--- src/rtl/brd_pkg.sv ---
// ----------------------------------------------------------------------------
// brd_pkg
// Shared types and constants for the bus response deframer.
// ----------------------------------------------------------------------------
package brd_pkg;

    localparam int unsigned TimeoutW     = 16;
    localparam int unsigned ByteW        = 8;
    localparam int unsigned ZeroCountW   = 3;
    localparam logic [TimeoutW-1:0] TimeoutReset = 16'd1000;
    localparam logic [TimeoutW-1:0] TicksMax     = 16'hFFFF;
    localparam logic [ZeroCountW-1:0] LeadZeros  = 3'd5;
    localparam logic [ByteW-1:0] EndMark         = 8'hFF;

    typedef enum logic [1:0] {
        ACT_CMD  = 2'd0,
        ACT_BYTE = 2'd1,
        ACT_TICK = 2'd2
    } action_t;

    typedef enum logic [1:0] {
        KIND_TYPE    = 2'd0,
        KIND_PAYLOAD = 2'd1,
        KIND_DONE    = 2'd2
    } kind_t;

    typedef enum logic [2:0] {
        ST_OK      = 3'd0,
        ST_ENGINE  = 3'd1,
        ST_TIMEOUT = 3'd2,
        ST_START   = 3'd3,
        ST_ADDR    = 3'd4
    } status_t;

    typedef enum logic [2:0] {
        PH_IDLE   = 3'd0,
        PH_ZEROS  = 3'd1,
        PH_MARKER = 3'd2,
        PH_ADDR   = 3'd3,
        PH_STATUS = 3'd4,
        PH_LENGTH = 3'd5,
        PH_DATA   = 3'd6
    } phase_t;

    typedef struct packed {
        phase_t                phase;
        logic [ZeroCountW-1:0] zero_count;
        logic                  addr_seen;
        logic                  addr_nonzero;
        logic                  engine_failed;
        logic [ByteW-1:0]      bytes_left;
        logic                  first_pending;
        logic [TimeoutW-1:0]   idle_ticks;
    } deframe_state_t;

    typedef struct packed {
        kind_t            kind;
        logic [ByteW-1:0] value;
        logic             last;
        status_t          status;
    } result_t;

    localparam deframe_state_t StateClear = '{
        phase:         PH_IDLE,
        zero_count:    '0,
        addr_seen:     1'b0,
        addr_nonzero:  1'b0,
        engine_failed: 1'b0,
        bytes_left:    '0,
        first_pending: 1'b0,
        idle_ticks:    '0
    };

endpackage

--- src/rtl/brd_step.sv ---
// ----------------------------------------------------------------------------
// brd_step
// Next-state and result logic for one request of the response deframer.
// ----------------------------------------------------------------------------
module brd_step
    import brd_pkg::*;
(
    input  deframe_state_t              st,
    input  action_t                     action,
    input  logic                        bcast,
    input  logic [ByteW-1:0]            rx_byte,
    input  logic [TimeoutW-1:0]         timeout,
    output deframe_state_t              st_next,
    output logic                        res_valid,
    output result_t                     res
);

    logic [TimeoutW-1:0]   ticks_inc;
    logic [ZeroCountW-1:0] zeros_inc;
    logic                  nz;
    logic [ByteW-1:0]      left_dec;
    status_t               eng_status;

    assign ticks_inc  = (st.idle_ticks == TicksMax) ? st.idle_ticks
                                                    : st.idle_ticks + 1'b1;
    assign zeros_inc  = st.zero_count + 1'b1;
    assign nz         = st.addr_nonzero | (rx_byte != '0);
    assign left_dec   = (st.bytes_left != '0) ? st.bytes_left - 1'b1 : '0;
    assign eng_status = st.engine_failed ? ST_ENGINE : ST_OK;

    always_comb begin
        st_next   = st;
        res_valid = 1'b0;
        res       = '{kind: KIND_DONE, value: '0, last: 1'b1, status: ST_OK};
        unique case (action)
            ACT_CMD: begin
                st_next = StateClear;
                if (bcast) begin
                    res_valid = 1'b1;
                end else begin
                    st_next.phase = PH_ZEROS;
                end
            end
            ACT_TICK: begin
                if (st.phase != PH_IDLE) begin
                    st_next.idle_ticks = ticks_inc;
                    if (ticks_inc >= timeout) begin
                        st_next    = StateClear;
                        res_valid  = 1'b1;
                        res.status = ST_TIMEOUT;
                    end
                end
            end
            ACT_BYTE: begin
                if (st.phase != PH_IDLE) begin
                    st_next.idle_ticks = '0;
                    unique case (st.phase)
                        PH_ZEROS: begin
                            if (rx_byte != '0) begin
                                st_next    = StateClear;
                                res_valid  = 1'b1;
                                res.status = ST_START;
                            end else begin
                                st_next.zero_count = zeros_inc;
                                if (zeros_inc >= LeadZeros) begin
                                    st_next.phase = PH_MARKER;
                                end
                            end
                        end
                        PH_MARKER: begin
                            if (rx_byte != EndMark) begin
                                st_next    = StateClear;
                                res_valid  = 1'b1;
                                res.status = ST_START;
                            end else begin
                                st_next.phase = PH_ADDR;
                            end
                        end
                        PH_ADDR: begin
                            st_next.addr_nonzero = nz;
                            if (!st.addr_seen) begin
                                st_next.addr_seen = 1'b1;
                            end else if (nz) begin
                                st_next    = StateClear;
                                res_valid  = 1'b1;
                                res.status = ST_ADDR;
                            end else begin
                                st_next.phase = PH_STATUS;
                            end
                        end
                        PH_STATUS: begin
                            st_next.engine_failed = (rx_byte == '0);
                            st_next.phase         = PH_LENGTH;
                        end
                        PH_LENGTH: begin
                            if (rx_byte == '0) begin
                                st_next    = StateClear;
                                res_valid  = 1'b1;
                                res.status = eng_status;
                            end else begin
                                st_next.bytes_left    = rx_byte;
                                st_next.first_pending = 1'b1;
                                st_next.phase         = PH_DATA;
                            end
                        end
                        PH_DATA: begin
                            res_valid = 1'b1;
                            res.kind  = st.first_pending ? KIND_TYPE : KIND_PAYLOAD;
                            res.value = rx_byte;
                            if (left_dec == '0) begin
                                st_next    = StateClear;
                                res.status = eng_status;
                            end else begin
                                st_next.first_pending = 1'b0;
                                st_next.bytes_left    = left_dec;
                                res.last              = 1'b0;
                            end
                        end
                        default: begin
                            st_next = StateClear;
                        end
                    endcase
                end
            end
            default: begin
                st_next = st;
            end
        endcase
    end

endmodule

--- src/rtl/bus_response_deframer_unit.sv ---
// ----------------------------------------------------------------------------
// bus_response_deframer_unit
// Parses the reply to a bus command and streams out its result bytes.
// ----------------------------------------------------------------------------
// Each request passes through an input register and a result register before
// its result is presented, and the block takes one request per cycle for as
// long as the result side keeps up. At most one result is produced per request.
// The timeout register should be written only while no request is in flight.
module bus_response_deframer_unit
    import brd_pkg::*;
(
    input  logic                aclk,
    input  logic                aresetn,
    input  logic                cfg_wen,
    input  logic [TimeoutW-1:0] cfg_wdata,
    input  logic                s_tvalid,
    output logic                s_tready,
    input  logic [15:0]         s_tdata,   // broadcast, rx_byte, zero fill
    input  logic [1:0]          s_tuser,   // action
    output logic                m_tvalid,
    input  logic                m_tready,
    output logic [15:0]         m_tdata,   // value, status, zero fill
    output logic [1:0]          m_tuser,   // kind
    output logic                m_tlast
);

    logic [TimeoutW-1:0] timeout_reg;
    logic                in_valid_reg;
    action_t             in_action_reg;
    logic                in_bcast_reg;
    logic [ByteW-1:0]    in_byte_reg;
    deframe_state_t      state_reg;
    deframe_state_t      state_next;
    logic                out_valid_reg;
    result_t             out_reg;
    logic                step_valid;
    result_t             step_res;
    logic                fire;

    assign fire     = in_valid_reg && (!out_valid_reg || m_tready);
    assign s_tready = !in_valid_reg || fire;

    brd_step u_step (
        .st        (state_reg),
        .action    (in_action_reg),
        .bcast     (in_bcast_reg),
        .rx_byte   (in_byte_reg),
        .timeout   (timeout_reg),
        .st_next   (state_next),
        .res_valid (step_valid),
        .res       (step_res)
    );

    always_ff @(posedge aclk) begin
        if (!aresetn) begin
            timeout_reg   <= TimeoutReset;
            in_valid_reg  <= 1'b0;
            state_reg     <= StateClear;
            out_valid_reg <= 1'b0;
        end else begin
            if (cfg_wen) begin
                timeout_reg <= cfg_wdata;
            end
            if (s_tready) begin
                in_valid_reg <= s_tvalid;
            end
            if (fire) begin
                state_reg <= state_next;
            end
            if (fire) begin
                out_valid_reg <= step_valid;
            end else if (m_tready) begin
                out_valid_reg <= 1'b0;
            end
        end
    end

    always_ff @(posedge aclk) begin
        if (s_tready && s_tvalid) begin
            in_action_reg <= action_t'(s_tuser);
            in_bcast_reg  <= s_tdata[0];
            in_byte_reg   <= s_tdata[8:1];
        end
        if (fire && step_valid) begin
            out_reg <= step_res;
        end
    end

    assign m_tvalid = out_valid_reg;
    assign m_tdata  = {5'd0, out_reg.status, out_reg.value};
    assign m_tuser  = out_reg.kind;
    assign m_tlast  = out_reg.last;

endmodule

--- config.mk ---
export PLATFORM = sky130hd
export DESIGN_NAME = bus_response_deframer_unit
export DESIGN_NICKNAME = d
export VERILOG_FILES = /design/src/rtl/brd_pkg.sv /design/src/rtl/brd_step.sv /design/src/rtl/bus_response_deframer_unit.sv
export SDC_FILE = /design/constraint.sdc
export NUM_CORES = 1
export LEC_CHECK = 0
export BUFFER_PORTS_ARGS = -buffer_cell sky130_fd_sc_hd__buf_2
export CORE_MARGIN = 5
export CORE_UTILIZATION = 63
export DETAILED_ROUTE_END_ITERATION = 8
export GPL_TIMING_DRIVEN = 1
export HOLD_SLACK_MARGIN = 0.02
export PLACE_DENSITY = 0.84
export SLEW_MARGIN = 20
export SYNTH_ARGS = -nofsm -noshare
export SYNTH_HDL_FRONTEND = slang
export SYNTH_SLANG_ARGS = --single-unit
--- constraint.sdc ---
create_clock -name aclk -period 8.6 [get_ports aclk]
set_input_delay 1.29 -clock aclk [delete_from_list [all_inputs] [get_ports aclk]]
set_output_delay 1.29 -clock aclk [all_outputs]
set_load 0.05 [all_outputs]
==> impl_metrics.yaml <==
clock_tree:
  hold_buffers: 0
  cts_setup_buffers: 0
  htree_levels: 3
  cts.clk_slew.worst_paths_ps: 80
  insertion_delay_ps: 360
  cts-root-buf: "clkbuf_8"
  cts_sinks: 77
  cts_made_buffers: 9
  clock_path_buffers: 2
  cts_tree: "done"
  ctsResizeCount: 0
logic_synthesis:
  synthTopCellsByArea: "dfxtp_1 22%, edfxtp_1 16%, ha_1 6.4%"
  synth.distinct_cells: 80
  synth_top_cell_by_area: "dfxtp_1"
  synth_cells: 516
  yosysWarnings: 0
  ys_seq_area_share_pct: 38.3
  syn-cell-area_sq_um: 4680
  avgSynthCellArea_sq_um: 9.06
  synthArstFlopShare_pct: 0
  yosysTopAreaCellShare_pct: 22.3
  synth_edf_count: 25
  synth_ff_type: "dfxtp_1"
  ys_seq_elements: 77
pwr:
  peakVddDrop_mv: 0.0997
  p_leak_uw: 0.00207
  power_density_nw_per_um2: 151
  total_power_uw: 773
detailed_routing:
  top_layer_used: "met4"
  wl_per_cell_microns: 15.9
  vias_per_cell: 5.95
  routed-via-count: 3894
  met1_length_microns: 4590
  drt-pass1-iter-count: 5
  drc: 0
  wl_met3_microns: 643
  dr_wl_met2_microns: 4880
  routed_wl_microns: 10400
  drt_first_iter_violations: 310
  drtAntennaViolNets: 0
floorplan:
  fp.dieArea_sq_um: 9250
  core_sq_um: 7250
  rows: 31
  start_util_pct: 64.5
  die_h_microns: 96.2
  io_pins: 60
  die_w_microns: 96.2
global_route:
  grt_max_degree: 31
  gr-total-overflow: 0
  grt_pass1_wl_microns: 17100
  grt_use_total_pct: 23.7
  antenna_found_initial: 0
  grt_pass1_vias: 3702
setup_path:
  critPathLaunchType: "flop"
  path_buf_inv: 0
  cp_slowest_cell: "nor4_4"
  crit_arrival_ps: 4740
  endpoint_kind: "flop"
  crit_fanout: 16
  crit_chain: "ha_1, nand3_1, nor4_4, a211o_1, nor3_1, or2_2, ha_1, a21oi_1, o21ai_0, a211o_1, nor4_4, o21ai_0, a21oi_1"
  criticalPathCategory: "flop to flop"
  critical_path.top_delay_family: "simple AND/OR/NAND/NOR gates"
  cp_data_required_time_ps: 8890
  critPathMaxStageDelay_ps: 770
sta:
  setup_viol: 0
  tightestPinTransition_ps: 859
  skew_ps: 10.4
  min_period_ps: 4460
  max_freq_ghz: 0.224
  slew_violations: 0
  hold_ws_ps: 480
  final_hold_viol_count: 0
  finalSetupTns_ps: 0
  grt_setup_unrepaired: "false"
  fin_crit_sh_pct: 51.8
  maxSlewHeadroom_pct: 42.3
  layout_setup_ws_ps: 4140
final_layout:
  finish.utilization_pct: 70.5
  nFillCells: 561
  largest_reg_flops: 34
  multi_input_area_sq_um: 2610
  drive_gt1_share_pct: 17.1
  fin_nets: 613
  register_area_sq_um: 1790
  syn_to_final_growth_pct: 9.39
  diodes: 0
min_path:
  hp-class: "flop to flop"
run_status:
  outcome: "completed"
place:
  port_buffers: 47
  globalplace.congestion: 0.944
  dp_worst_setup_slack_ps: 4240
  dp_hpwl_microns: 7620
job:
  cap_viol_max_count: 0
## synth_stat cells, types with 9 or more instances
cell / number
a21oi_1: 21
inv_1: 28
o21ai_0: 17
nand2_1: 75
and2_1: 14
ha_1: 24
edfxtp_1: 25
mux2i_1: 28
a22oi_1: 11
dfxtp_1: 52
nor2_1: 40
nand3_1: 15
nand4_1: 9
## stage by stage
stage / instance area (sq um) / instances
5_1_grt: 5120 / 654
4_1_cts: 5120 / 654
2_1_floorplan: 4690 / 520
3_5_place_dp: 4880 / 638
3_3_place_gp: 4880 / 638
6_report: 5120 / 654
## final timing paths
kind	startpoint	to	slack, ps	depth (start not counted)
hold reg to reg	state_reg[29]	state_reg[29]	480	2
setup reg to reg	state_reg[0]	state_reg[7]	4140	13
hold / removal	state_reg[29]	state_reg[29]	480	2
setup / recovery	state_reg[0]	state_reg[7]	4140	13
## worst register-to-register path: cells and delay by family (launching register included)
family          cells  cell delay, ps
compound gates      6            1380
fa+ha+maj           2             580
flops               1             490
simple gates        5            1930
## routing by layer
layer  vias to the layer above  track usage, %
li1                       1895               -
met1                      1803            31.2
met2                       167            38.1
met3                        29            4.46
met4                         0            9.95
met5                         -               0
## cell type report
type                    instances  area share [%]
multi-input cells             385            51.0
flip-flops and latches         77            35.0
repair buffers                 48            4.74
clock buffers                  10            2.49
well taps                      99            2.42
clock inverters                 6            2.18
inverters                      29            2.13
## where the power goes
group	leakage, uW	switching [uW]	internal, uW
logic	0.00128	35.0	20.2
clock network	0.000118	136	193
registers	0.000670	6.11	382
total	0.00207	177	596
## layout by cell type (no fill, tap or decap), types with 3 or more instances in the layout
| cell type | synthesis | routed |
|---|---|---|
| xor2_1 | 5 | 5 |
| bufinv_16 | 0 | 3 |
| buf_2 | 8 | 47 |
| or2_2 | 7 | 7 |
| nand2_1 | 75 | 75 |
| o21ai_0 | 17 | 17 |
| nand4_1 | 9 | 9 |
| a21boi_0 | 4 | 4 |
| nand3_1 | 15 | 15 |
| inv_1 | 28 | 28 |
| nor4_1 | 5 | 5 |
| clkbuf_8 | 0 | 9 |
| and2_1 | 14 | 14 |
| conb_1 | 1 | 5 |
| nand2b_1 | 4 | 4 |
| a31oi_1 | 3 | 3 |
| a211oi_1 | 4 | 4 |
| a22oi_1 | 11 | 11 |
| dfxtp_1 | 52 | 52 |
| o21ai_1 | 4 | 4 |
| o21a_1 | 5 | 5 |
| edfxtp_1 | 25 | 25 |
| a21oi_1 | 21 | 21 |
| and3_1 | 4 | 4 |
| a211o_1 | 3 | 3 |
| mux2i_1 | 28 | 28 |
| nor3_1 | 8 | 8 |
| nor2b_1 | 4 | 4 |
| xnor2_1 | 8 | 8 |
| nor2_1 | 40 | 40 |
| o211ai_1 | 6 | 6 |
| ha_1 | 24 | 24 |
## kinds of logic (layout without fill, tap and decap cells)
kind of cell             after synthesis  count (layout)  synth area share [%]
AO/OA/AOI/OAI                        101             101                  15.5
other                                  1               5                0.0802
multiplexers                          31              31                  6.79
flip-flops                            77              77                  38.3
XOR/XNOR                              13              13                  2.43
AND/OR/NAND/NOR                      211             211                  24.3
adder cells (fa/ha/maj)               24              24                  6.42
buffers and inverters                 58              93                  6.21
Note: power is estimated with default switching activity, not from simulation.
